### config.mk
export PLATFORM = sky130hd
export DESIGN_NAME = mp80_round
export DESIGN_NICKNAME = d
export VERILOG_FILES = /design/src/sv/mp80_pkg.sv /design/src/sv/mp80_round.sv
export SDC_FILE = /design/constraint.sdc
export NUM_CORES = 1
export LEC_CHECK = 0
export ABC_AREA = 1
export BUFFER_PORTS_ARGS = -buffer_cell sky130_fd_sc_hd__buf_2
export CORE_AREA = 2 2 213 215
export CTS_CLUSTER_DIAMETER = 50
export DETAILED_ROUTE_END_ITERATION = 8
export DIE_AREA = 0 0 215 217
export HOLD_SLACK_MARGIN = 0.15
export PLACE_DENSITY = 0.54
export SETUP_SLACK_MARGIN = 0.3
export SLEW_MARGIN = 0
export SYNTH_ARGS = -nofsm -noshare
export SYNTH_HDL_FRONTEND = slang
export SYNTH_SLANG_ARGS = --single-unit
### constraint.sdc
create_clock -name i_clk -period 1.8 [get_ports i_clk]
set_input_delay 0.27 -clock i_clk [delete_from_list [all_inputs] [get_ports i_clk]]
set_output_delay 0.27 -clock i_clk [all_outputs]
set_load 0.05 [all_outputs]
### src/sv/mp80_pkg.sv
// Shared types, constants and functions for the masked PRESENT-80 encryption pipeline.
// This package has no dependencies. Every other file in the project uses it.
package mp80_pkg;

    // Default round count. The top level hands it down as a parameter.
    localparam int NUM_ROUNDS_DEF = 31;
    localparam int BLOCK_W        = 64;
    localparam int KEY_HI_W       = 16;
    localparam int KEY_LO_W       = 64;
    localparam int KEY_W          = KEY_HI_W + KEY_LO_W;
    localparam int RND_W          = 5;
    localparam int KEY_ROT        = 61;
    localparam int RC_LSB         = 15;

    // One pipeline slot: the masked state, the running key and both masks.
    typedef struct packed {
        logic                valid;
        logic [BLOCK_W-1:0]  state;
        logic [KEY_HI_W-1:0] key_hi;
        logic [KEY_LO_W-1:0] key_lo;
        logic [BLOCK_W-1:0]  mask_in;
        logic [BLOCK_W-1:0]  mask_out;
    } t_stage;

    // PRESENT 4-bit S-box.
    function automatic logic [3:0] sbox(input logic [3:0] x);
        logic [3:0] y;
        case (x)
            4'h0: y = 4'hC;
            4'h1: y = 4'h5;
            4'h2: y = 4'h6;
            4'h3: y = 4'hB;
            4'h4: y = 4'h9;
            4'h5: y = 4'h0;
            4'h6: y = 4'hA;
            4'h7: y = 4'hD;
            4'h8: y = 4'h3;
            4'h9: y = 4'hE;
            4'hA: y = 4'hF;
            4'hB: y = 4'h8;
            4'hC: y = 4'h4;
            4'hD: y = 4'h7;
            4'hE: y = 4'h1;
            4'hF: y = 4'h2;
            default: y = 4'h0;
        endcase
        return y;
    endfunction

    // Forward bit permutation: bit i moves to 16*i mod 63, bit 63 stays put.
    function automatic logic [BLOCK_W-1:0] perm_fwd(input logic [BLOCK_W-1:0] x);
        logic [BLOCK_W-1:0] r;
        r = '0;
        for (int i = 0; i < BLOCK_W; i++) begin
            r[(i == BLOCK_W-1) ? BLOCK_W-1 : (16 * i) % (BLOCK_W-1)] = x[i];
        end
        return r;
    endfunction

    // Inverse bit permutation: bit i moves to 4*i mod 63, bit 63 stays put.
    function automatic logic [BLOCK_W-1:0] perm_inv(input logic [BLOCK_W-1:0] x);
        logic [BLOCK_W-1:0] r;
        r = '0;
        for (int i = 0; i < BLOCK_W; i++) begin
            r[(i == BLOCK_W-1) ? BLOCK_W-1 : (4 * i) % (BLOCK_W-1)] = x[i];
        end
        return r;
    endfunction

    // Sixteen masked S-boxes: S(x ^ a) ^ b on every nibble.
    function automatic logic [BLOCK_W-1:0] masked_subst(input logic [BLOCK_W-1:0] x,
                                                        input logic [BLOCK_W-1:0] a,
                                                        input logic [BLOCK_W-1:0] b);
        logic [BLOCK_W-1:0] r;
        r = '0;
        for (int k = 0; k < BLOCK_W/4; k++) begin
            r[4*k +: 4] = sbox(x[4*k +: 4] ^ a[4*k +: 4]) ^ b[4*k +: 4];
        end
        return r;
    endfunction

    // Key schedule step: rotate left by 61, S-box on the top nibble,
    // round counter into bits 19..15.
    function automatic logic [KEY_W-1:0] key_update(input logic [KEY_W-1:0] k,
                                                    input logic [RND_W-1:0] rnd);
        logic [KEY_W-1:0] n;
        n = {k[KEY_W-KEY_ROT-1:0], k[KEY_W-1:KEY_W-KEY_ROT]};
        n[KEY_W-1 -: 4] = sbox(n[KEY_W-1 -: 4]);
        n[RC_LSB +: RND_W] = n[RC_LSB +: RND_W] ^ rnd;
        return n;
    endfunction

    // Round key: the top 64 bits of the key register.
    function automatic logic [BLOCK_W-1:0] round_key(input logic [KEY_W-1:0] k);
        return k[KEY_W-1 -: BLOCK_W];
    endfunction

endpackage

### src/sv/mp80_round.sv
// One round cell of the masked PRESENT-80 pipeline: key update, masked S-boxes,
// bit permutation and round key addition, with a register on the way out.
// It depends on mp80_pkg.
module mp80_round #(
    parameter int ROUND = 1
) (
    input  logic             i_clk,
    input  logic             i_rst_n,
    input  mp80_pkg::t_stage i_stage,
    output mp80_pkg::t_stage o_stage
);
    import mp80_pkg::*;

    localparam logic [RND_W-1:0] RND = RND_W'(ROUND);

    logic               r_valid;
    t_stage             r_data;
    t_stage             n_data;
    logic [KEY_W-1:0]   key_next;
    logic [BLOCK_W-1:0] mask_a;
    logic [BLOCK_W-1:0] mask_b;

    // Odd rounds strip mask_in and leave the state under mask_out; even rounds the reverse.
    always_comb begin
        key_next = key_update({i_stage.key_hi, i_stage.key_lo}, RND);
        if (RND[0]) begin
            mask_a = i_stage.mask_in;
            mask_b = perm_inv(i_stage.mask_out);
        end else begin
            mask_a = i_stage.mask_out;
            mask_b = perm_inv(i_stage.mask_in);
        end
        n_data          = i_stage;
        n_data.key_hi   = key_next[KEY_W-1 -: KEY_HI_W];
        n_data.key_lo   = key_next[KEY_LO_W-1:0];
        n_data.state    = perm_fwd(masked_subst(i_stage.state, mask_a, mask_b))
                          ^ round_key(key_next);
    end

    // The valid bit is reset; the payload simply follows it.
    always_ff @(posedge i_clk) begin
        if (!i_rst_n) begin
            r_valid <= 1'b0;
        end else begin
            r_valid <= i_stage.valid;
        end
        r_data <= n_data;
    end

    always_comb begin
        o_stage       = r_data;
        o_stage.valid = r_valid;
    end

endmodule

==> results of run 1 <==
-- metal layers --
| layer | vias up | part of all wire, % | global-route usage (%) |
|---|---|---|---|
| li1 | 5764 | - | - |
| met1 | 5070 | 39 | 16.4 |
| met2 | 371 | 50 | 27.9 |
| met3 | 95 | 7.0 | 4.82 |
| met4 | 0 | 4.0 | 7.15 |
| met5 | - | 0 | 0 |
-- layout make-up --
class | instances | area, sq um | share of cell area, %
Inverter | 130 | 488 | 2.65
Timing Repair Buffer | 771 | 5010 | 27.2
Multi-Input combinational cell | 917 | 5410 | 29.4
Clock buffer | 48 | 1080 | 5.87
Tap cell | 600 | 751 | 4.08
Clock inverter | 21 | 208 | 1.13
Antenna cell | 1 | 2.50 | 0.0136
Sequential cell | 273 | 5470 | 29.7
-- state kept, by name (all words and copies together) (netlist names) --
register  flops
r_valid       1
o_stage     272
-- worst min path at each step --
stage / start / endpoint / slack, ns
after floorplan: i_stage[0] / o_stage[0] / 0.30
after global placement: i_stage[153] / o_stage[134] / 0.37
after detailed placement: i_stage[150] / o_stage[131] / 0.37
after CTS: i_stage[143] / o_stage[205] / 0.15
after global routing: i_stage[231] / o_stage[213] / 0.18
final: i_stage[247] / o_stage[217] / 0.18
-- cell usage in the layout, fill, tap and decap left out, drive strengths merged --
cell type,n
buf,555
nand2,530
dfxtp,273
dlygate4sd3,210
inv,139
nand3,96
xor2,76
xnor2,62
ha,53
clkbuf,53
nand3b,35
o21ai,32
o211ai,27
clkinv,7
nor2,5
clkinvlp,4
diode,1
a21oi,1
bufinv,1
dlymetal6s4s,1
-- per-stage QoR --
| stage | setup WS [ns] | util [%] | cells | cell area, sq um | power, uW |
|---|---|---|---|---|---|
| 2_1_floorplan | 0.414 | - | 1323 | 11100 | 10600 |
| 3_3_place_gp | 0.152 | 32.7 | 2478 | 14600 | 12100 |
| 3_5_place_dp | 0.123 | 32.7 | 2478 | 14600 | 12200 |
| 4_1_cts | 0.301 | 40.3 | 2757 | 18000 | 20200 |
| 5_1_grt | 0.250 | 41.2 | 2761 | 18400 | 21100 |
| 6_report | 0.351 | 41.2 | 2761 | 18400 | 20100 |
-- power groups by stage --
stage | clock (uW) | sequential [uW] | combinational (uW)
after floorplan | 0 | 8970 | 1620
after global placement | 0 | 6910 | 5210
after detailed placement | 0 | 6910 | 5270
after CTS | 7710 | 6790 | 5650
after global routing | 8010 | 6840 | 6220
final | 7500 | 6790 | 5760
-- critical path, stage by stage --
cell and delay, ns:
sky130_fd_sc_hd__dlygate4sd3_1 0.54, sky130_fd_sc_hd__buf_2 0.17, sky130_fd_sc_hd__xor2_2 0.25, sky130_fd_sc_hd__ha_1 0.30, sky130_fd_sc_hd__o21ai_2 0.15, sky130_fd_sc_hd__nand2_2 0.06, sky130_fd_sc_hd__nand3b_1 0.08, sky130_fd_sc_hd__nand2_1 0.05
-- repair_timing --
action	4_1_cts	5_1_grt
hold endpoints to repair	267	1
pin swaps	0	15
endpoints found under the setup margin	6	43
gates resized for setup	6	66
hold buffers	210	1
buffers inserted	0	2
-- cell usage after synthesis --
library cell and count:
sky130_fd_sc_hd__nand3_1 96, sky130_fd_sc_hd__nand2_2 13, sky130_fd_sc_hd__o211ai_1 27, sky130_fd_sc_hd__xor2_1 69
sky130_fd_sc_hd__buf_2 1, sky130_fd_sc_hd__inv_1 130, sky130_fd_sc_hd__a21oi_1 1, sky130_fd_sc_hd__buf_4 2
sky130_fd_sc_hd__nand3b_1 35, sky130_fd_sc_hd__nand2_1 517, sky130_fd_sc_hd__nor2_1 5, sky130_fd_sc_hd__ha_1 53
sky130_fd_sc_hd__o21ai_2 6, sky130_fd_sc_hd__o21ai_0 26, sky130_fd_sc_hd__dfxtp_1 273, sky130_fd_sc_hd__xnor2_1 62
sky130_fd_sc_hd__xor2_2 7
-- kinds of logic (layout without fill, tap and decap cells) --
family	Yosys count	count (layout)	synth area share (%)
and+or+nand+nor	666	666	25.1
DFF	273	273	49.4
xor gates and xnor gates	138	138	11.4
buffers and inverters	133	970	4.59
AOI/OAI and AO/OA	60	60	3.53
adders and majority gates	53	53	5.99
other	0	1	0
==> impl_metrics.env, run 1 <==
export IMPL_fp_row_count=78
export IMPL_comb_power_share_pct=28.7
export IMPL_layout_drive_gt1_share_pct=31.9
export IMPL_post_synth_inst_count=1323
export IMPL_synth_area_top_cells="sky130_fd_sc_hd__dfxtp_1, sky130_fd_sc_hd__nand2_1, sky130_fd_sc_hd__ha_1, sky130_fd_sc_hd__xor2_1, sky130_fd_sc_hd__xnor2_1"
export IMPL_antenna_found_initial=1
export IMPL_cts_path_max_buffers=3
export IMPL_drt_drc_violations_left=0
export IMPL_filler_cell_count=4395
export IMPL_start_util_pct=24.8
export IMPL_worstHoldPathType="input pin to flop"
export IMPL_nNetsFinal=2460
export IMPL_tightest_slew_ns=0.537
export IMPL_data_arrival_at_the_endpoint_of_the_critical_path_ns=1.89
export IMPL_die_height_um=217
export IMPL_yosys_warnings=0
export IMPL_netSwitchingFraction_pct=35.6
export IMPL_detailroute_via_count=11300
export IMPL_timing_critical_path_to_type="flop"
export IMPL_gr_usage_all_layers_pct=15.5
export IMPL_startpoint="i_stage[76]"
export IMPL_yosys_register_bits=273
export IMPL_setup_worst_path_class="input pin to flop"
export IMPL_number_of_global_route_vias_before_repair=11500
export IMPL_synth_seq_area_share_pct=49.4
export IMPL_timing_fmax_mhz=690
export IMPL_leakage_uw=0.00963
export IMPL_cellPowerDensity_mw_per_mm2=1090
export IMPL_outcome="finished clean"
export IMPL_avgSynthCellArea_sq_um=8.37
export IMPL_grt_start_max_net_pins=14
export IMPL_wirelength_um=37600
export IMPL_final_antenna_violating_net_count=0
export IMPL_syn_nets=1651
export IMPL_critical_path_startpoint_type="input pin"
export IMPL_cts_htree_levels=2
export IMPL_grt_setup_unrepaired="yes"
export IMPL_floorplan_die_area_sq_mm=0.0467
export IMPL_maxSlewViolCount=0
export IMPL_power_switching_uw=7140
export IMPL_die_w_um=215
export IMPL_totalNegativeSetupSlack_ns=0
export IMPL_core_area_sq_mm=0.0447
export IMPL_clock_sink_count=273
export IMPL_cts_tree="done"
export IMPL_worst_endpoint_required_ns=2.24
export IMPL_clock_root_buffer="sky130_fd_sc_hd__clkbuf_16"
export IMPL_final_min_clock_period_ns=1.45
export IMPL_synthDominantAreaCellType="sky130_fd_sc_hd__dfxtp_1"
export IMPL_gp_congestion=0.876
export IMPL_top_level_ports=548
export IMPL_setup_viol_count_final=0
export IMPL_fin_hold_ws_ns=0.185
export IMPL_crit_end="o_stage[211]"
export IMPL_detail_route_first_pass_iterations=4
export IMPL_global_route_overflow_total=0
export IMPL_max_cap_violations=0
export IMPL_power_share_clock_pct=37.4
export IMPL_synth_area_sq_mm=0.0111
export IMPL_numPortBuffers=547
export IMPL_worstPathMaxFanout=4
export IMPL_post_drt_wl_per_cell_um=13.6
export IMPL_power_frac_seq_pct=33.9
export IMPL_max_slew_margin_rel_pct=64.1
export IMPL_synthDistinctLibCells=17
export IMPL_syn2layout_area_growth_pct=66.3
export IMPL_drtIter0Drc=326
export IMPL_netlist_area_leader_share_pct=49.4
export IMPL_grt_pass1_wl_um=57700
export IMPL_intPower_uw=12900
export IMPL_dp_hpwl_um=28200
export IMPL_viasPerCell=4.09
export IMPL_numCtsBuffers=39
export IMPL_period_share_pct=80.5
export IMPL_cts_clk_slew_worst_paths_ns=0.06
export IMPL_timing_hold_violations_final=0
export IMPL_power_ir_vdd_worst_mv=0.833
export IMPL_whs_path_depth=5
No activity file was read; power rests on OpenSTA's default activity.
==> run 2: changes to the inputs <==
==> constraint.sdc (replaced) <==
create_clock -name i_clk -period 1.5 [get_ports i_clk]
set_input_delay 0.225 -clock i_clk [delete_from_list [all_inputs] [get_ports i_clk]]
set_output_delay 0.225 -clock i_clk [all_outputs]
set_load 0.05 [all_outputs]
==> impl_metrics.env, run 2 (synthesized netlist as in run 1, its figures left out) <==
export IMPL_setup_viol_count_final=0
export IMPL_dp_hpwl_um=28200
export IMPL_critPathMaxStageDelay_ns=0.38
export IMPL_grt_setup_unrepaired="yes"
export IMPL_die_height_um=217
export IMPL_layout_drive_gt1_share_pct=47.6
export IMPL_startpoint="o_stage[251]"
export IMPL_final_min_clock_period_ns=1.30
export IMPL_largest_reg_flops=272
export IMPL_timing_critical_path_to_type="primary output"
export IMPL_worstPathMaxFanout=1
export IMPL_cts_tree="done"
export IMPL_post_drt_wl_per_cell_um=14.8
export IMPL_viasPerCell=4.16
export IMPL_most_frequent_cells_in_the_layout="sky130_fd_sc_hd__nand2_1, sky130_fd_sc_hd__buf_2, sky130_fd_sc_hd__dfxtp_2"
export IMPL_power_frac_seq_pct=32.6
export IMPL_grt_pass1_wl_um=60800
export IMPL_syn2layout_area_growth_pct=94.4
export IMPL_leakage_uw=0.0106
export IMPL_cts_clk_slew_worst_paths_ns=0.05
export IMPL_power_ir_vdd_worst_mv=0.902
export IMPL_worst_path_max_delay_cell="sky130_fd_sc_hd__dfxtp_4"
export IMPL_core_area_sq_mm=0.0447
export IMPL_mostFrequentLayoutCell="sky130_fd_sc_hd__nand2_1"
export IMPL_period_share_pct=86.4
export IMPL_gr_usage_all_layers_pct=16.5
export IMPL_timing_critical_path_cells="buf_8"
export IMPL_worstHoldPathType="input pin to flop"
export IMPL_fin_cells=2782
export IMPL_detail_route_first_pass_iterations=5
export IMPL_maxSlewViolCount=0
export IMPL_max_slew_margin_rel_pct=71.6
export IMPL_clock_sink_count=273
export IMPL_timing_critical_path_buf_inv=1
export IMPL_die_w_um=215
export IMPL_timing_fmax_mhz=772
export IMPL_outcome="finished clean"
export IMPL_nNetsFinal=2480
export IMPL_netSwitchingFraction_pct=34.2
export IMPL_drt_drc_violations_left=0
export IMPL_numCtsBuffers=39
export IMPL_fin_hold_ws_ns=0.145
export IMPL_wirelength_um=41200
export IMPL_worst_endpoint_required_ns=1.27
export IMPL_gp_congestion=0.845
export IMPL_cellPowerDensity_mw_per_mm2=1220
export IMPL_numPortBuffers=547
export IMPL_data_arrival_at_the_endpoint_of_the_critical_path_ns=1.07
export IMPL_tightest_slew_ns=0.423
export IMPL_detailroute_via_count=11600
export IMPL_intPower_uw=17300
export IMPL_antenna_found_initial=4
export IMPL_critical_path_startpoint_type="flop"
export IMPL_number_of_global_route_vias_before_repair=11700
export IMPL_start_util_pct=24.8
export IMPL_fp_row_count=78
export IMPL_grt_start_max_net_pins=14
export IMPL_comb_power_share_pct=31.8
export IMPL_placed_insts=2492
export IMPL_min_delay_start="i_stage[145]"
export IMPL_power_share_clock_pct=35.5
export IMPL_max_cap_violations=0
export IMPL_cts_htree_levels=2
export IMPL_power_switching_uw=8990
export IMPL_cpLargestDelayFamily="flip-flops"
export IMPL_drtIter0Drc=426
export IMPL_cts_path_max_buffers=3
export IMPL_timing_hold_violations_final=0
export IMPL_clock_root_buffer="sky130_fd_sc_hd__clkbuf_16"
export IMPL_top_level_ports=548
export IMPL_final_antenna_violating_net_count=0
export IMPL_setup_worst_path_class="flop to primary output"
export IMPL_floorplan_die_area_sq_mm=0.0467
export IMPL_global_route_overflow_total=0
==> run 2: cell types whose count changed in the layout (fill, tap and decap cells not counted), moves of 12 or more <==
cell / change
sky130_fd_sc_hd__dfxtp_1: -273
sky130_fd_sc_hd__dfxtp_2: +268
sky130_fd_sc_hd__buf_2: -261
sky130_fd_sc_hd__buf_8: +208
sky130_fd_sc_hd__buf_6: +62
sky130_fd_sc_hd__nand2_1: -41
sky130_fd_sc_hd__nand2_2: +35
sky130_fd_sc_hd__inv_1: -13
sky130_fd_sc_hd__inv_2: +13
sky130_fd_sc_hd__buf_4: +12
sky130_fd_sc_hd__xor2_2: +12
==> run 2: stage by stage <==
| stage | util [%] | setup WS [ns] | TNS, ns | power, uW | cell area (sq um) |
|---|---|---|---|---|---|
| after global routing | 48.2 | 0.138 | 0 | 27500 | 21500 |
| after detailed placement | 33.3 | -0.0340 | -0.0340 | 14700 | 14900 |
| after floorplan | - | 0.274 | 0 | 12700 | 11200 |
| final | 48.2 | 0.204 | 0 | 26300 | 21500 |
| after CTS | 46.3 | 0.142 | 0 | 26200 | 20700 |
| after global placement | 33.3 | -0.0489 | -0.0489 | 14600 | 14900 |
==> run 2: power by group through the flow <==
stage	clock, uW	sequential (uW)	combinational (uW)
after floorplan	0	10800	1970
after global placement	0	8290	6360
after detailed placement	0	8290	6420
after CTS	9590	8530	8050
after global routing	9950	8650	8920
final	9350	8590	8380
==> run 2: metal layers <==
metal	part of all wire, %	vias up	GRT usage [%]
met2	53	369	31.0
met1	37	5315	17.4
met4	3.7	2	6.11
li1	-	5789	-
met3	6.2	98	4.64
met5	0.032	-	0
==> run 2: timing repair <==
| action | CTS | global route |
|---|---|---|
| hold endpoints to repair | 270 | 6 |
| pin swaps | 0 | 43 |
| gates cloned | 0 | 1 |
| setup endpoints to repair | 273 | 333 |
| resized for setup | 877 | 292 |
| hold buffers | 210 | 3 |
| buffers inserted | 0 | 6 |
==> run 2: final timing paths <==
kind | end | slack [ns] | cells after the start
worst max-delay path | o_stage[251] | 0.20 | 1
worst min-delay path | o_stage[204] | 0.14 | 4
==> run 2: area by class of cell <==
type                       instances  area, sq um
clock buffer                      49         1120
fill                            3952        23200
multi-input combinational        918         5500
clock inverter                    19          213
sequential                       273         5820
timing repair buffer             790         7630
antenna                            3         7.51
tap                              600          751
inverter                         130          488
